**config.mk**
```make
export PLATFORM = sky130hd
export DESIGN_NAME = xml_escape_encoder_core
export DESIGN_NICKNAME = d
export VERILOG_FILES = /design/src/rtl/xee_pkg.sv /design/src/rtl/xee_ctrl.sv /design/src/rtl/xee_emit.sv /design/src/rtl/xml_escape_encoder_core.sv
export SDC_FILE = /design/constraint.sdc
export NUM_CORES = 1
export LEC_CHECK = 0
export ABC_AREA = 0
export BUFFER_PORTS_ARGS = -buffer_cell sky130_fd_sc_hd__buf_2
export CAP_MARGIN = 20
export CORE_UTILIZATION = 53
export DETAILED_ROUTE_END_ITERATION = 10
export HOLD_SLACK_MARGIN = 0.1
export PLACE_DENSITY = 0.83
export SYNTH_ARGS = -nofsm -noshare
export SYNTH_HDL_FRONTEND = slang
export SYNTH_SLANG_ARGS = --single-unit
```
**constraint.sdc**
```tcl
create_clock -name clk -period 2.5 [get_ports clk]
set_input_delay 0.625 -clock clk [delete_from_list [all_inputs] [get_ports clk]]
set_output_delay 0.625 -clock clk [all_outputs]
set_load 0.005 [all_outputs]
```
**src/rtl/xee_pkg.sv**
```systemverilog
`default_nettype none
package xee_pkg;

	localparam int BudgetW = 10;
	localparam logic [BudgetW-1:0] BUDGET_RESET = 10'd100;

	// source bytes with special handling
	localparam logic [7:0] CH_NUL   = 8'h00;
	localparam logic [7:0] CH_AMP   = 8'h26;
	localparam logic [7:0] CH_LT    = 8'h3c;
	localparam logic [7:0] CH_GT    = 8'h3e;
	localparam logic [7:0] CH_QUOT  = 8'h22;
	localparam logic [7:0] CH_APOS  = 8'h27;
	localparam logic [7:0] CH_BSL   = 8'h5c;
	localparam logic [7:0] CH_SLASH = 8'h2f;

	// entity strings, first character in the top byte
	localparam logic [47:0] STR_AMP  = {"&amp;", 8'h00};
	localparam logic [47:0] STR_LT   = {"&lt;", 16'h0000};
	localparam logic [47:0] STR_GT   = {"&gt;", 16'h0000};
	localparam logic [47:0] STR_QUOT = "&quot;";
	localparam logic [47:0] STR_APOS = "&apos;";

	typedef enum logic [2:0] {
		ENT_NONE = 3'd0,
		ENT_AMP  = 3'd1,
		ENT_LT   = 3'd2,
		ENT_GT   = 3'd3,
		ENT_QUOT = 3'd4,
		ENT_APOS = 3'd5
	} ent_sel_t;

	// one item's worth of results, as handed from control to the emitter
	typedef struct packed {
		ent_sel_t            sel;
		logic [7:0]          lit;
		logic                done;
		logic [BudgetW-1:0]  count;
	} desc_t;

	function automatic logic [2:0] ent_len(input ent_sel_t sel);
		logic [2:0] len;
		unique case (sel)
			ENT_AMP:  len = 3'd5;
			ENT_LT:   len = 3'd4;
			ENT_GT:   len = 3'd4;
			ENT_QUOT: len = 3'd6;
			ENT_APOS: len = 3'd6;
			default:  len = 3'd1;
		endcase
		return len;
	endfunction

	function automatic logic [7:0] ent_char(input ent_sel_t sel, input logic [2:0] idx);
		logic [47:0] str;
		logic [7:0]  ch;
		unique case (sel)
			ENT_AMP:  str = STR_AMP;
			ENT_LT:   str = STR_LT;
			ENT_GT:   str = STR_GT;
			ENT_QUOT: str = STR_QUOT;
			ENT_APOS: str = STR_APOS;
			default:  str = '0;
		endcase
		unique case (idx)
			3'd0:    ch = str[47:40];
			3'd1:    ch = str[39:32];
			3'd2:    ch = str[31:24];
			3'd3:    ch = str[23:16];
			3'd4:    ch = str[15:8];
			3'd5:    ch = str[7:0];
			default: ch = 8'h00;
		endcase
		return ch;
	endfunction

endpackage
`default_nettype wire

```
**src/rtl/xee_ctrl.sv**
```systemverilog
`default_nettype none
module xee_ctrl
	import xee_pkg::*;
(
	input  wire logic               clk,
	input  wire logic               arst_n,
	input  wire logic               cfg_valid,
	output logic                    cfg_ready,
	input  wire logic [BudgetW-1:0] cfg_data,
	input  wire logic               in_acc,
	input  wire logic [7:0]         in_char,
	output logic                    desc_valid,
	output desc_t                   desc
);

	logic [BudgetW-1:0] budget_q;
	logic [BudgetW-1:0] space_q;
	logic               halted_q;

	logic [BudgetW-1:0] space_d;
	logic               halted_d;
	logic               emit;
	ent_sel_t           sel;
	logic [2:0]         len;

	assign cfg_ready = 1'b1;

	always_comb begin
		unique case (in_char)
			CH_AMP:  sel = ENT_AMP;
			CH_LT:   sel = ENT_LT;
			CH_GT:   sel = ENT_GT;
			CH_QUOT: sel = ENT_QUOT;
			CH_APOS: sel = ENT_APOS;
			default: sel = ENT_NONE;
		endcase
		len = ent_len(sel);
	end

	always_comb begin
		emit       = 1'b0;
		space_d    = space_q;
		halted_d   = halted_q;
		desc.sel   = ENT_NONE;
		desc.lit   = (in_char == CH_BSL) ? CH_SLASH : in_char;
		desc.done  = 1'b0;
		desc.count = '0;
		priority if (in_char == CH_NUL) begin
			emit       = 1'b1;
			desc.lit   = CH_NUL;
			desc.done  = 1'b1;
			desc.count = budget_q - space_q;
			space_d    = budget_q;
			halted_d   = 1'b0;
		end else if (halted_q || space_q == '0) begin
			emit = 1'b0;
		end else if (sel == ENT_NONE) begin
			emit    = 1'b1;
			space_d = space_q - BudgetW'(1);
		end else if (space_q > BudgetW'(len)) begin
			emit     = 1'b1;
			desc.sel = sel;
			space_d  = space_q - BudgetW'(len);
		end else begin
			// entity does not fit: drop the rest of the string
			halted_d = 1'b1;
		end
	end

	assign desc_valid = in_acc && emit;

	always_ff @(posedge clk or negedge arst_n) begin
		if (!arst_n) begin
			budget_q <= BUDGET_RESET;
			space_q  <= BUDGET_RESET;
			halted_q <= 1'b0;
		end else if (cfg_valid) begin
			budget_q <= cfg_data;
			space_q  <= cfg_data;
			halted_q <= 1'b0;
		end else if (in_acc) begin
			space_q  <= space_d;
			halted_q <= halted_d;
		end
	end

endmodule
`default_nettype wire

```
**src/rtl/xee_emit.sv**
```systemverilog
`default_nettype none
module xee_emit
	import xee_pkg::*;
(
	input  wire logic               clk,
	input  wire logic               arst_n,
	input  wire logic               desc_valid,
	input  wire desc_t              desc,
	output logic                    free,
	output logic                    out_valid,
	input  wire logic               out_ready,
	output logic [7:0]              out_byte,
	output logic                    run_last,
	output logic                    string_done,
	output logic [BudgetW-1:0]      bytes_written
);

	logic       s1_valid_q;
	desc_t      s1_q;
	logic [2:0] idx_q;
	logic       s2_valid_q;
	logic       load;
	logic       last1;
	logic [7:0] byte1;

	assign last1 = (idx_q == ent_len(s1_q.sel) - 3'd1);
	assign byte1 = (s1_q.sel == ENT_NONE) ? s1_q.lit : ent_char(s1_q.sel, idx_q);
	assign load  = s1_valid_q && (!s2_valid_q || out_ready);
	// the held item leaves with its last byte, so the next one can take its place
	assign free  = !s1_valid_q || (load && last1);

	always_ff @(posedge clk or negedge arst_n) begin
		if (!arst_n) begin
			s1_valid_q <= 1'b0;
			idx_q      <= '0;
			s2_valid_q <= 1'b0;
		end else begin
			if (desc_valid) begin
				s1_valid_q <= 1'b1;
			end else if (load && last1) begin
				s1_valid_q <= 1'b0;
			end
			if (load) begin
				idx_q <= last1 ? 3'd0 : idx_q + 3'd1;
			end
			if (load) begin
				s2_valid_q <= 1'b1;
			end else if (out_ready) begin
				s2_valid_q <= 1'b0;
			end
		end
	end

	always_ff @(posedge clk) begin
		if (desc_valid) begin
			s1_q <= desc;
		end
		if (load) begin
			out_byte      <= byte1;
			run_last      <= last1;
			string_done   <= s1_q.done;
			bytes_written <= s1_q.count;
		end
	end

	assign out_valid = s2_valid_q;

endmodule
`default_nettype wire

```
**src/rtl/xml_escape_encoder_core.sv**
```systemverilog
// an accepted item waits in the item register, its bytes leave via the output register
// throughput: one item per cycle for plain bytes and terminators unless the output stalls;
// an entity holds the input until its last byte is loaded into the one-byte output register
// items dropped after the space runs out are accepted and give no result
// reset: budget and space left load 100, halt flag clears, pipeline empties
`default_nettype none
module xml_escape_encoder_core
	import xee_pkg::*;
(
	input  wire logic               clk,
	input  wire logic               arst_n,
	input  wire logic               s_tvalid,
	output logic                    s_tready,
	input  wire logic [7:0]         s_tdata,   // [7:0] char_byte
	output logic                    m_tvalid,
	input  wire logic               m_tready,
	output logic [23:0]             m_tdata,   // [7:0] out_byte, [17:8] bytes_written, zero pad
	output logic                    m_tlast,   // run_last
	output logic                    m_tuser,   // string_done
	input  wire logic               cfg_valid,
	output logic                    cfg_ready,
	input  wire logic [BudgetW-1:0] cfg_data
);

	logic               in_acc;
	logic               free;
	logic               desc_valid;
	desc_t              desc;
	logic [7:0]         out_byte;
	logic [BudgetW-1:0] bytes_written;

	assign s_tready = free;
	assign in_acc   = s_tvalid && free;

	xee_ctrl u_ctrl (
		.clk        (clk),
		.arst_n     (arst_n),
		.cfg_valid  (cfg_valid),
		.cfg_ready  (cfg_ready),
		.cfg_data   (cfg_data),
		.in_acc     (in_acc),
		.in_char    (s_tdata),
		.desc_valid (desc_valid),
		.desc       (desc)
	);

	xee_emit u_emit (
		.clk           (clk),
		.arst_n        (arst_n),
		.desc_valid    (desc_valid),
		.desc          (desc),
		.free          (free),
		.out_valid     (m_tvalid),
		.out_ready     (m_tready),
		.out_byte      (out_byte),
		.run_last      (m_tlast),
		.string_done   (m_tuser),
		.bytes_written (bytes_written)
	);

	assign m_tdata = {6'b0, bytes_written, out_byte};

	// a terminator is always the only result of its item
	a_done_last: assert property (@(posedge clk) disable iff (!arst_n)
		m_tvalid && m_tuser |-> m_tlast)
		else $error("terminator without run_last");

	// only a terminator carries a byte count
	a_count_zero: assert property (@(posedge clk) disable iff (!arst_n)
		m_tvalid && !m_tuser |-> m_tdata[17:8] == 10'd0)
		else $error("byte count on a data result");

	// terminator carries a zero byte
	a_done_byte: assert property (@(posedge clk) disable iff (!arst_n)
		m_tvalid && m_tuser |-> m_tdata[7:0] == 8'h00)
		else $error("terminator byte not zero");

endmodule
`default_nettype wire

```
==> results.py, run 1 <==
metrics = {
    "routing": {
        "drc": 0,
        "via_count": 3662,
        "route.detailed.wl_per_inst_um": 18.1,
        "antenna_left": 0,
        "drt-vias-per-instance": 5.91,
        "drt_first_pass_iters": 5,
        "drt_iter0_markers": 417,
        "wl_mm": 11.2,
    },
    "clock_tree": {
        "clock-sinks": 68,
        "cts.path.max_buffers": 2,
        "htreeDepth": 3,
        "cts_tree": "done",
        "numCtsBuffers": 9,
        "clock_latency_ns": 0.37,
        "clkSlewWorstSetupHoldPaths_ns": 0.10,
        "root_buffer": "clkbuf_8",
    },
    "synthesis": {
        "synth.distinct_cells": 61,
        "synth_compound_area_frac": 0.173,
        "yosys_most_used_dff": "edfxtp_1",
        "postSynthCellCount": 411,
        "synth_fa_ha_area_frac": 0.0683,
        "synth.area.top_cells": "edfxtp_1 31%, dfrtp_1 12%, ha_1 5.8%",
        "avgSynthCellArea_um2": 9.89,
        "synth-edff-count": 42,
        "yosysSeqAreaShare": 0.472,
        "ys_warn_count": 0,
        "yosys.area.top_type": "edfxtp_1",
        "synthTopCellsByCount": "42 x edfxtp_1, 39 x nand2_1, 36 x nor2_1, 27 x inv_1, 26 x o21ai_0",
        "synthXorXnorAreaFrac": 0.0357,
        "synth_simple_gate_area_frac": 0.174,
        "ys_async_sr_fraction": 0.382,
        "synth_top_family_by_area": "simple AND/OR/NAND/NOR gates",
        "synth_top_area_share": 0.310,
        "syn_area_mm2": 0.00407,
        "ys_ff_latch": 68,
        "synthMuxAreaShare": 0.0108,
        "yosysMostFrequentCell": "edfxtp_1",
    },
    "critical_path": {
        "path_class": "reg -> out",
        "crit_arrival_ns": 2.24,
        "critPathCaptureType": "primary output",
        "start_kind": "flop",
        "required_ns": 1.88,
        "cp_max_fo": 3,
    },
    "finish": {
        "layout.nets": 560,
        "drive_above_1_share": 0.374,
        "fin_cells": 620,
        "antenna_cells": 0,
        "areaGrowthSynthToFinish_pct": 33.2,
        "fin_util": 0.739,
    },
    "timing": {
        "clock.fmax_mhz": 349,
        "finalHoldViolCount": 0,
        "max_slew_margin": 0.553,
        "setup_slack_ns": -0.366,
        "rsz0062_at_grt": "yes",
        "fin_skew_ns": 0.0220,
        "worst_pin_slew_ns": 0.670,
        "fin_crit_ns": 2.87,
        "setup_viol": 36,
        "maxSlewViolCount": 0,
        "timing.final.crit_share": 1.15,
    },
    "die": {
        "rows": 31,
        "pin_count": 52,
        "coreArea_mm2": 0.00733,
        "start_util": 0.555,
        "die_h_um": 89.6,
        "dieWidth_um": 89.6,
        "die_area_mm2": 0.00802,
    },
    "place": {
        "portBuffers": 44,
        "globalplace.congestion": 0.924,
        "place_inst": 577,
        "place_hpwl_mm": 6.80,
    },
    "outcome": {
        "status": "complete, but fails checks",
        "violations": "setup timing",
    },
    "pwr": {
        "leakagePower_nw": 2.35,
        "p_per_area_mw_per_mm2": 950,
        "peakVddDrop_v": 0.000433,
        "p_total_mw": 5.14,
    },
    "grt": {
        "grt_pass1_vias": 3383,
        "antenna_found_initial": 0,
        "grt_max_degree": 33,
        "grt_first_pass_wirelength_mm": 16.5,
        "grt_usage": 0.278,
        "grt_overflow": 0,
    },
    "min_path": {
        "worstHoldPathType": "in -> async",
    },
    "flow_run": {
        "cap_violations": 0,
    },
}
per-layer routing:
| metal | global-route usage | vias up | share of wire |
|---|---|---|---|
| li1 | - | 1669 | - |
| met1 | 0.359 | 1738 | 0.39 |
| met2 | 0.450 | 200 | 0.49 |
| met3 | 0.0558 | 55 | 0.081 |
| met4 | 0.131 | 0 | 0.044 |
| met5 | 0 | - | 0 |
sequential cells by signal, indices dropped and copies added (netlist names):
register and count:
u_ctrl.budget_q 10, u_ctrl.halted_q 1, u_ctrl.space_q 10, u_emit.bytes_written 10, u_emit.idx_q 3, u_emit.out_byte 8
u_emit.out_valid 1, u_emit.run_last 1, u_emit.s1_q 22, u_emit.s1_valid_q 1, u_emit.string_done 1
path summary, 6_finish.rpt:
path,end,startpoint,depth (start not counted),slack (ns)
min,u_emit.s1_valid_q$_DFFE_PN0P_,arst_n,1,0.25
max in group asynchronous,u_ctrl.space_q[0]$_DFFE_PN0P_,arst_n,1,1.80
max,s_tready,u_emit.s1_q[21]$_SDFFCE_PP0P_,9,-0.37
max reg2reg,u_ctrl.space_q[7]$_DFFE_PN0P_,u_emit.s1_q[21]$_SDFFCE_PP0P_,13,-0.21
min reg2reg,u_emit.bytes_written[2]$_DFFE_PP_,u_emit.s1_q[2]$_SDFFCE_PN0P_,0,0.42
min in group clk,u_emit.bytes_written[2]$_DFFE_PP_,u_emit.s1_q[2]$_SDFFCE_PN0P_,0,0.42
worst max-delay path, stage by stage, from the launching register on:
cell	delay (ns)
edfxtp_1	0.42
buf_6	0.14
nand2b_1	0.16
nand2_2	0.10
ha_4	0.20
xor2_1	0.14
nand2_1	0.13
o41ai_4	0.32
buf_4	0.18
buf_6	0.09
layout by cell type, fill, tap and decap left out, types with 4 or more instances in the layout:
master,n
conb_1,7
o21ai_0,23
edfxtp_1,42
xor2_1,6
a31oi_1,5
buf_2,41
dfrtp_1,18
nand3_1,5
nor2_4,5
nand2_1,35
o31ai_1,4
dfstp_2,6
buf_6,11
nor2b_1,8
inv_6,4
a21oi_1,16
xnor2_1,7
ha_1,16
nand2b_1,7
clkbuf_8,9
o21a_1,8
nor2_1,29
inv_1,25
o211ai_1,6
nor3_1,16
buf_4,55
through the flow:
step                      TNS, ns  area (µm²)  hold slack [ns]  worst slack (ns)
after floorplan             -9.10        4160            0.329            -0.349
after global placement     -14.16        4680            0.406            -0.457
after detailed placement   -17.08        4680            0.405            -0.570
after CTS                   -5.51        5290            0.284            -0.314
after global routing        -9.63        5420            0.302            -0.451
final                       -7.14        5420            0.254            -0.366
repair_timing:
item                       4_1_cts  5_1_grt
gates resized for setup         40       31
setup buffers                   18       10
cloned                           3        0
hold buffers                     0        0
pin swaps                       26       14
setup endpoints to repair       34       41
power breakdown:
part / switching (mW) / total, mW / internal [mW]
Sequential: 0.197 / 1.79 / 1.59
Clock: 0.493 / 0.967 / 0.474
Combinational: 1.23 / 2.39 / 1.16
final cells by class:
cell class / count / area (µm²)
sequential: 68 / 1920
clock buffer: 9 / 124
multi-input combinational: 294 / 2190
clock inverter: 7 / 80.1
fill: 462 / 1910
inverter: 29 / 114
timing repair inverter: 1 / 6.26
timing repair buffer: 113 / 855
tap: 99 / 124
cells by family (layout without fill, tap and decap cells):
logic type	Yosys count	count (layout)
multiplexers	4	4
AO/OA/AOI/OAI	103	103
adder cells (fa/ha/maj)	21	21
flip-flops	68	68
AND/OR/NAND/NOR	144	144
other	2	7
buffers and inverters	54	159
XOR/XNOR	15	15
(Power assumes the default switching activity.)
==> inputs of run 2 (changes only) <==
--- a/config.mk
+++ b/config.mk
@@ -8,10 +8,12 @@
 export ABC_AREA = 0
 export BUFFER_PORTS_ARGS = -buffer_cell sky130_fd_sc_hd__buf_2
 export CAP_MARGIN = 20
-export CORE_UTILIZATION = 53
+export CELL_PAD_IN_SITES_DETAIL_PLACEMENT = 0
+export CELL_PAD_IN_SITES_GLOBAL_PLACEMENT = 2
+export CORE_UTILIZATION = 33
 export DETAILED_ROUTE_END_ITERATION = 10
 export HOLD_SLACK_MARGIN = 0.1
-export PLACE_DENSITY = 0.83
+export PLACE_DENSITY = 0.81
 export SYNTH_ARGS = -nofsm -noshare
 export SYNTH_HDL_FRONTEND = slang
 export SYNTH_SLANG_ARGS = --single-unit
==> run 2 against run 1 <==
  * The flow still finishes with violations (setup timing)
  * Critical endpoint unchanged
  * Maximum frequency increased by 3.6%
  * Highest routed layer unchanged
  * Sequential cell count unchanged
  * Largest cell class unchanged
  * Register-to-register slack about the same
==> results.py, run 2 (synthesized netlist as in run 1, its figures left out) <==
metrics = {
    "timing": {
        "worst_pin_slew_ns": 0.654,
        "worst_hold_slack_ns": 0.319,
        "finalHoldViolCount": 0,
        "setup_slack_ns": -0.266,
        "rsz0062_at_grt": "yes",
        "clock.fmax_mhz": 362,
        "fin_crit_ns": 2.77,
        "max_slew_margin": 0.562,
        "setup_viol": 36,
        "timing.final.crit_share": 1.11,
        "maxSlewViolCount": 0,
        "fin_skew_ns": 0.00751,
    },
    "finish": {
        "areaGrowthSynthToFinish_pct": 38.8,
        "layout_commonest_cell": "buf_4",
        "mostFrequentLayoutCells": "56 x buf_4, 42 x edfxtp_1, 39 x buf_2",
        "largest_reg_flops": 22,
        "drive_above_1_share": 0.380,
        "layout.nets": 562,
        "antenna_cells": 0,
        "fin_util": 0.470,
        "largest_register": "u_emit.s1_q",
    },
    "critical_path": {
        "required_ns": 1.88,
        "path_class": "reg -> out",
        "crit_slowest_cell": "edfxtp_1",
        "crit_arrival_ns": 2.14,
        "critPathBufInv": 3,
        "crit_chain": "nor2b_4 -> inv_2 -> nand2_4 -> ha_4 -> xor2_1 -> nand2_1 -> o41ai_4 -> buf_4 -> buf_6",
        "start_kind": "flop",
        "crit_family": "flip-flops",
        "critPathCaptureType": "primary output",
        "cp_max_fo": 4,
        "critPathMaxStageDelay_ns": 0.44,
    },
    "clock_tree": {
        "htreeDepth": 3,
        "root_buffer": "clkbuf_16",
        "numCtsBuffers": 9,
        "cts_hold_buf": 0,
        "cts.path.max_buffers": 2,
        "clock-sinks": 68,
        "cts_tree": "done",
        "clkSlewWorstSetupHoldPaths_ns": 0.06,
        "clock_latency_ns": 0.33,
    },
    "outcome": {
        "status": "complete, but fails checks",
        "violations": "setup timing",
    },
    "place": {
        "globalplace.congestion": 0.853,
        "dpl_worst_slack_ns": -0.588,
        "place_hpwl_mm": 7.30,
        "portBuffers": 44,
    },
    "routing": {
        "drt_first_pass_iters": 4,
        "drt_iter0_markers": 231,
        "drt-vias-per-instance": 5.08,
        "antenna_left": 0,
        "route.detailed.wl_per_inst_um": 15.2,
        "drc": 0,
        "via_count": 3405,
        "wl_mm": 10.2,
    },
    "die": {
        "die_h_um": 113,
        "dieWidth_um": 113,
        "coreArea_mm2": 0.0120,
        "rows": 40,
        "die_area_mm2": 0.0128,
        "start_util": 0.338,
        "pin_count": 52,
    },
    "grt": {
        "antenna_found_initial": 0,
        "grt_first_pass_wirelength_mm": 16.9,
        "grt_usage": 0.170,
        "grt_pass1_vias": 3373,
        "grt_overflow": 0,
        "grt_max_degree": 33,
    },
    "pwr": {
        "peakVddDrop_v": 0.000423,
        "leakagePower_nw": 2.43,
        "p_per_area_mw_per_mm2": 969,
    },
    "min_path": {
        "worstHoldPathType": "in -> async",
    },
    "flow_run": {
        "cap_violations": 0,
    },
}
-- run 2: changes by cell type in the layout (fill, tap and decap cells not counted), moves of 3 or more --
| cell | previous run | this run |
|---|---|---|
| nand2_2 | 3 | 0 |
| clkbuf_16 | 0 | 10 |
| clkbuf_8 | 9 | 0 |
| inv_6 | 4 | 1 |
| buf_6 | 11 | 15 |
-- run 2: timing repair --
item,in CTS,in global routing
pin swaps,19,18
endpoints found under the setup margin,36,41
cloned,1,0
gates resized for setup,62,25
buffers inserted,18,7
-- run 2: final cells by class --
type                    count  area [µm²]
fillers                  1090        6370
flip-flops and latches     68        1920
well taps                 147         184
clock inverters             6        68.8
clock buffers              10         250
multi-input cells         294        2220
repair buffers            116         887
inverters                  29         114
-- run 2: layer usage --
metal / global-route usage / vias up / wire [µm]
met5: 0 / - / 0
met4: 0.0737 / 0 / 228
met3: 0.0311 / 17 / 359
met2: 0.274 / 70 / 4810
met1: 0.225 / 1636 / 4790
li1: - / 1682 / -
-- run 2: worst register-to-register path: stages (launching register included) --
cell	delay, ns
edfxtp_1	0.44
nor2b_4	0.16
inv_2	0.09
nand2_4	0.06
ha_4	0.26
xor2_1	0.12
nand2_1	0.12
o41ai_4	0.31
buf_4	0.16
buf_6	0.08
and2_4	0.15
o21ai_4	0.08
clkinv_4	0.08
buf_4	0.11
buf_6	0.10
nor2_2	0.04
o31ai_1	0.24
-- run 2: stage by stage --
step / power (mW) / area [µm²] / instances / setup TNS, ns
4_1_cts: 5.39 / 5550 / 668 / -4.37
5_1_grt: 5.84 / 5640 / 670 / -10.40
6_report: 5.46 / 5640 / 670 / -5.07
3_5_place_dp: 3.69 / 4800 / 633 / -18.27
3_3_place_gp: 3.67 / 4800 / 633 / -15.82
2_1_floorplan: 2.99 / 4160 / 416 / -9.10
-- run 2: worst paths after layout --
| kind | slack (ns) | end | cells past startpoint | start |
|---|---|---|---|---|
| setup reg to reg | -0.21 | u_ctrl.space_q[1]$_DFFE_PN0P_ | 16 | u_emit.s1_q[21]$_SDFFCE_PP0P_ |
| min in group clk | 0.42 | u_emit.bytes_written[5]$_DFFE_PP_ | 0 | u_emit.s1_q[5]$_SDFFCE_PN0P_ |
| setup / recovery | -0.27 | s_tready | 9 | u_emit.s1_q[21]$_SDFFCE_PP0P_ |
| hold / removal | 0.32 | u_ctrl.budget_q[4]$_DFFE_PN0P_ | 1 | arst_n |
| max in group asynchronous | 1.72 | u_ctrl.space_q[1]$_DFFE_PN0P_ | 1 | arst_n |
| hold reg to reg | 0.42 | u_emit.bytes_written[5]$_DFFE_PP_ | 0 | u_emit.s1_q[5]$_SDFFCE_PN0P_ |
-- run 2: report_power, final --
part	internal (mW)	switching (mW)	total (mW)
combinational	1.18	1.19	2.37
clock	0.837	0.501	1.34
sequential	1.60	0.157	1.75
total	3.62	1.85	5.46
==> inputs of run 3 (changes only) <==
--- a/config.mk
+++ b/config.mk
@@ -10,6 +10,7 @@
 export CAP_MARGIN = 20
 export CELL_PAD_IN_SITES_DETAIL_PLACEMENT = 0
 export CELL_PAD_IN_SITES_GLOBAL_PLACEMENT = 2
+export CORE_ASPECT_RATIO = 1.1
 export CORE_UTILIZATION = 33
 export DETAILED_ROUTE_END_ITERATION = 10
 export HOLD_SLACK_MARGIN = 0.1
==> constraint.sdc (replaced) <==
create_clock -name clk -period 2.5 [get_ports clk]
set_input_delay 0.5 -clock clk [delete_from_list [all_inputs] [get_ports clk]]
set_output_delay 0.5 -clock clk [all_outputs]
set_load 0.005 [all_outputs]
==> run 3 against run 2 <==
  * The run still ends with setup timing left
  * Critical path type is now in -> reg
  * Largest power group unchanged
  * Sequential share of layout area up 0.37 points
  * Core utilization down 0.62 points
  * Non-clock buffer count up 1
  * Worst setup slack better by 0.075 ns
  * Maximum frequency up 2.8%
  * Clock power down 15%
==> results.py, run 3 (synthesized netlist as in run 1, its figures left out) <==
metrics = {
    "outcome": {
        "status": "complete, but fails checks",
        "violations": "setup timing",
    },
    "clock_tree": {
        "clock-sinks": 68,
        "clock_latency_ns": 0.33,
        "numCtsBuffers": 9,
        "cts.path.max_buffers": 2,
        "cts_tree": "done",
        "cts_hold_buf": 0,
        "htreeDepth": 3,
        "root_buffer": "clkbuf_16",
        "clkSlewWorstSetupHoldPaths_ns": 0.06,
    },
    "timing": {
        "fin_crit_ns": 2.69,
        "clock.fmax_mhz": 372,
        "finalHoldViolCount": 0,
        "max_slew_margin": 0.541,
        "worst_hold_slack_ns": 0.207,
        "setup_viol": 36,
        "rsz0062_at_grt": "yes",
        "maxSlewViolCount": 0,
        "setup_slack_ns": -0.191,
        "timing.final.crit_share": 1.08,
        "fin_skew_ns": 0.00840,
        "worst_pin_slew_ns": 0.688,
    },
    "die": {
        "pin_count": 52,
        "start_util": 0.338,
        "die_area_mm2": 0.0128,
        "dieWidth_um": 108,
        "coreArea_mm2": 0.0120,
        "die_h_um": 118,
        "rows": 42,
    },
    "finish": {
        "largest_register": "u_emit.s1_q",
        "mostFrequentLayoutCells": "60 x buf_4, 42 x edfxtp_1, 40 x buf_2",
        "areaGrowthSynthToFinish_pct": 37.2,
        "antenna_cells": 0,
        "fin_cells": 678,
        "fill_cells": 1138,
        "largest_reg_flops": 22,
        "layout_commonest_cell": "buf_4",
        "fin_util": 0.463,
        "final_area_mm2": 0.00558,
        "layout.nets": 563,
        "drive_above_1_share": 0.368,
    },
    "critical_path": {
        "cp_max_fo": 3,
        "crit_chain": "buf_2 -> and4b_2 -> a31o_2 -> nand2_4 -> ha_4 -> buf_4 -> nand2b_4 -> nand2_1 -> nor3_1 -> buf_4 -> o211ai_1 -> xnor2_1 -> a2111oi_4 -> a221o_1",
        "crit_slowest_cell": "nor3_1",
        "crit_top_cell": "buf_4",
        "crit_arrival_ns": 2.90,
        "critPathMaxStageDelay_ns": 0.29,
        "required_ns": 2.71,
        "start_kind": "primary input",
        "path_class": "in -> reg",
        "critPathCaptureType": "flop",
    },
    "grt": {
        "grt_max_degree": 33,
        "grt_first_pass_wirelength_mm": 16.9,
        "grt_pass1_vias": 3368,
        "grt_overflow": 0,
        "antenna_found_initial": 0,
        "grt_usage": 0.173,
    },
    "pwr": {
        "p_per_area_mw_per_mm2": 948,
        "leakagePower_nw": 2.39,
        "peakVddDrop_v": 0.000354,
    },
    "routing": {
        "drt_first_pass_iters": 5,
        "drt-vias-per-instance": 4.97,
        "via_count": 3368,
        "antenna_left": 0,
        "wl_mm": 10.1,
        "drc": 0,
        "drt_iter0_markers": 161,
        "route.detailed.wl_per_inst_um": 14.9,
    },
    "place": {
        "globalplace.congestion": 0.825,
        "place_inst": 639,
        "portBuffers": 44,
        "place_hpwl_mm": 7.28,
        "placed_area_mm2": 0.00484,
    },
    "flow_run": {
        "cap_violations": 0,
    },
    "min_path": {
        "worstHoldPathType": "in -> async",
    },
}
-- run 3: repair_timing --
action,4_1_cts,5_1_grt
gates resized for setup,43,17
pin swaps,16,15
endpoints found under the setup margin,33,39
gates cloned,3,0
buffers inserted,18,6
hold endpoints to repair,0,0
-- run 3: metal layers --
metal / part of all wire / global-route usage / vias to the layer above
li1: - / - / 1683
met1: 0.46 / 0.228 / 1624
met2: 0.49 / 0.281 / 48
met3: 0.028 / 0.0281 / 13
met4: 0.018 / 0.0659 / 0
met5: 0 / 0 / -
-- run 3: worst max-delay path, delay by kind of cell --
| kind | cells | cell delay [ns] |
|---|---|---|
| buffers and inverters | 3 | 0.45 |
| XOR/XNOR | 1 | 0.27 |
| adder cells (fa/ha/maj) | 1 | 0.20 |
| AO/OA/AOI/OAI | 4 | 0.73 |
| AND/OR/NAND/NOR | 5 | 0.74 |
-- run 3: worst paths after layout --
check | startpoint | endpoint | slack [ns] | cells past startpoint
setup / recovery | s_tdata[3] | u_ctrl.space_q[8]$_DFFE_PN0P_ | -0.19 | 14
hold / removal | arst_n | u_ctrl.budget_q[8]$_DFFE_PN0P_ | 0.21 | 1
setup reg to reg | u_emit.s1_q[21]$_SDFFCE_PP0P_ | u_ctrl.space_q[7]$_DFFE_PN0P_ | -0.14 | 14
hold reg to reg | u_emit.s1_q[1]$_SDFFCE_PN0P_ | u_emit.bytes_written[1]$_DFFE_PP_ | 0.42 | 0
max in group asynchronous | arst_n | u_ctrl.halted_q$_DFFE_PN0P_ | 1.86 | 1
min in group clk | cfg_data[3] | u_ctrl.space_q[3]$_DFFE_PN0P_ | 0.40 | 3
-- run 3: layout make-up --
type	instances	area (µm²)	share of cell area
Inverter	29	114	0.0204
Timing Repair Buffer	117	892	0.160
Sequential cell	68	1920	0.344
Tap cell	154	193	0.0346
Clock inverter	6	42.5	0.00763
Multi-Input combinational cell	294	2190	0.392
Clock buffer	10	229	0.0411
-- run 3: through the flow --
stage / setup TNS [ns] / total power, mW / setup slack [ns]
3_5_place_dp: -13.46 / 3.71 / -0.464
2_1_floorplan: -3.88 / 3.02 / -0.230
6_report: -2.89 / 5.29 / -0.191
3_3_place_gp: -11.37 / 3.71 / -0.388
4_1_cts: -2.50 / 5.31 / -0.202
5_1_grt: -7.15 / 5.66 / -0.290
-- run 3: report_power, final --
part | total [mW] | internal, mW | switching [mW]
sequential | 1.75 | 1.60 | 0.152
clock | 1.14 | 0.670 | 0.473
combinational | 2.40 | 1.20 | 1.20
total | 5.29 | 3.46 | 1.82
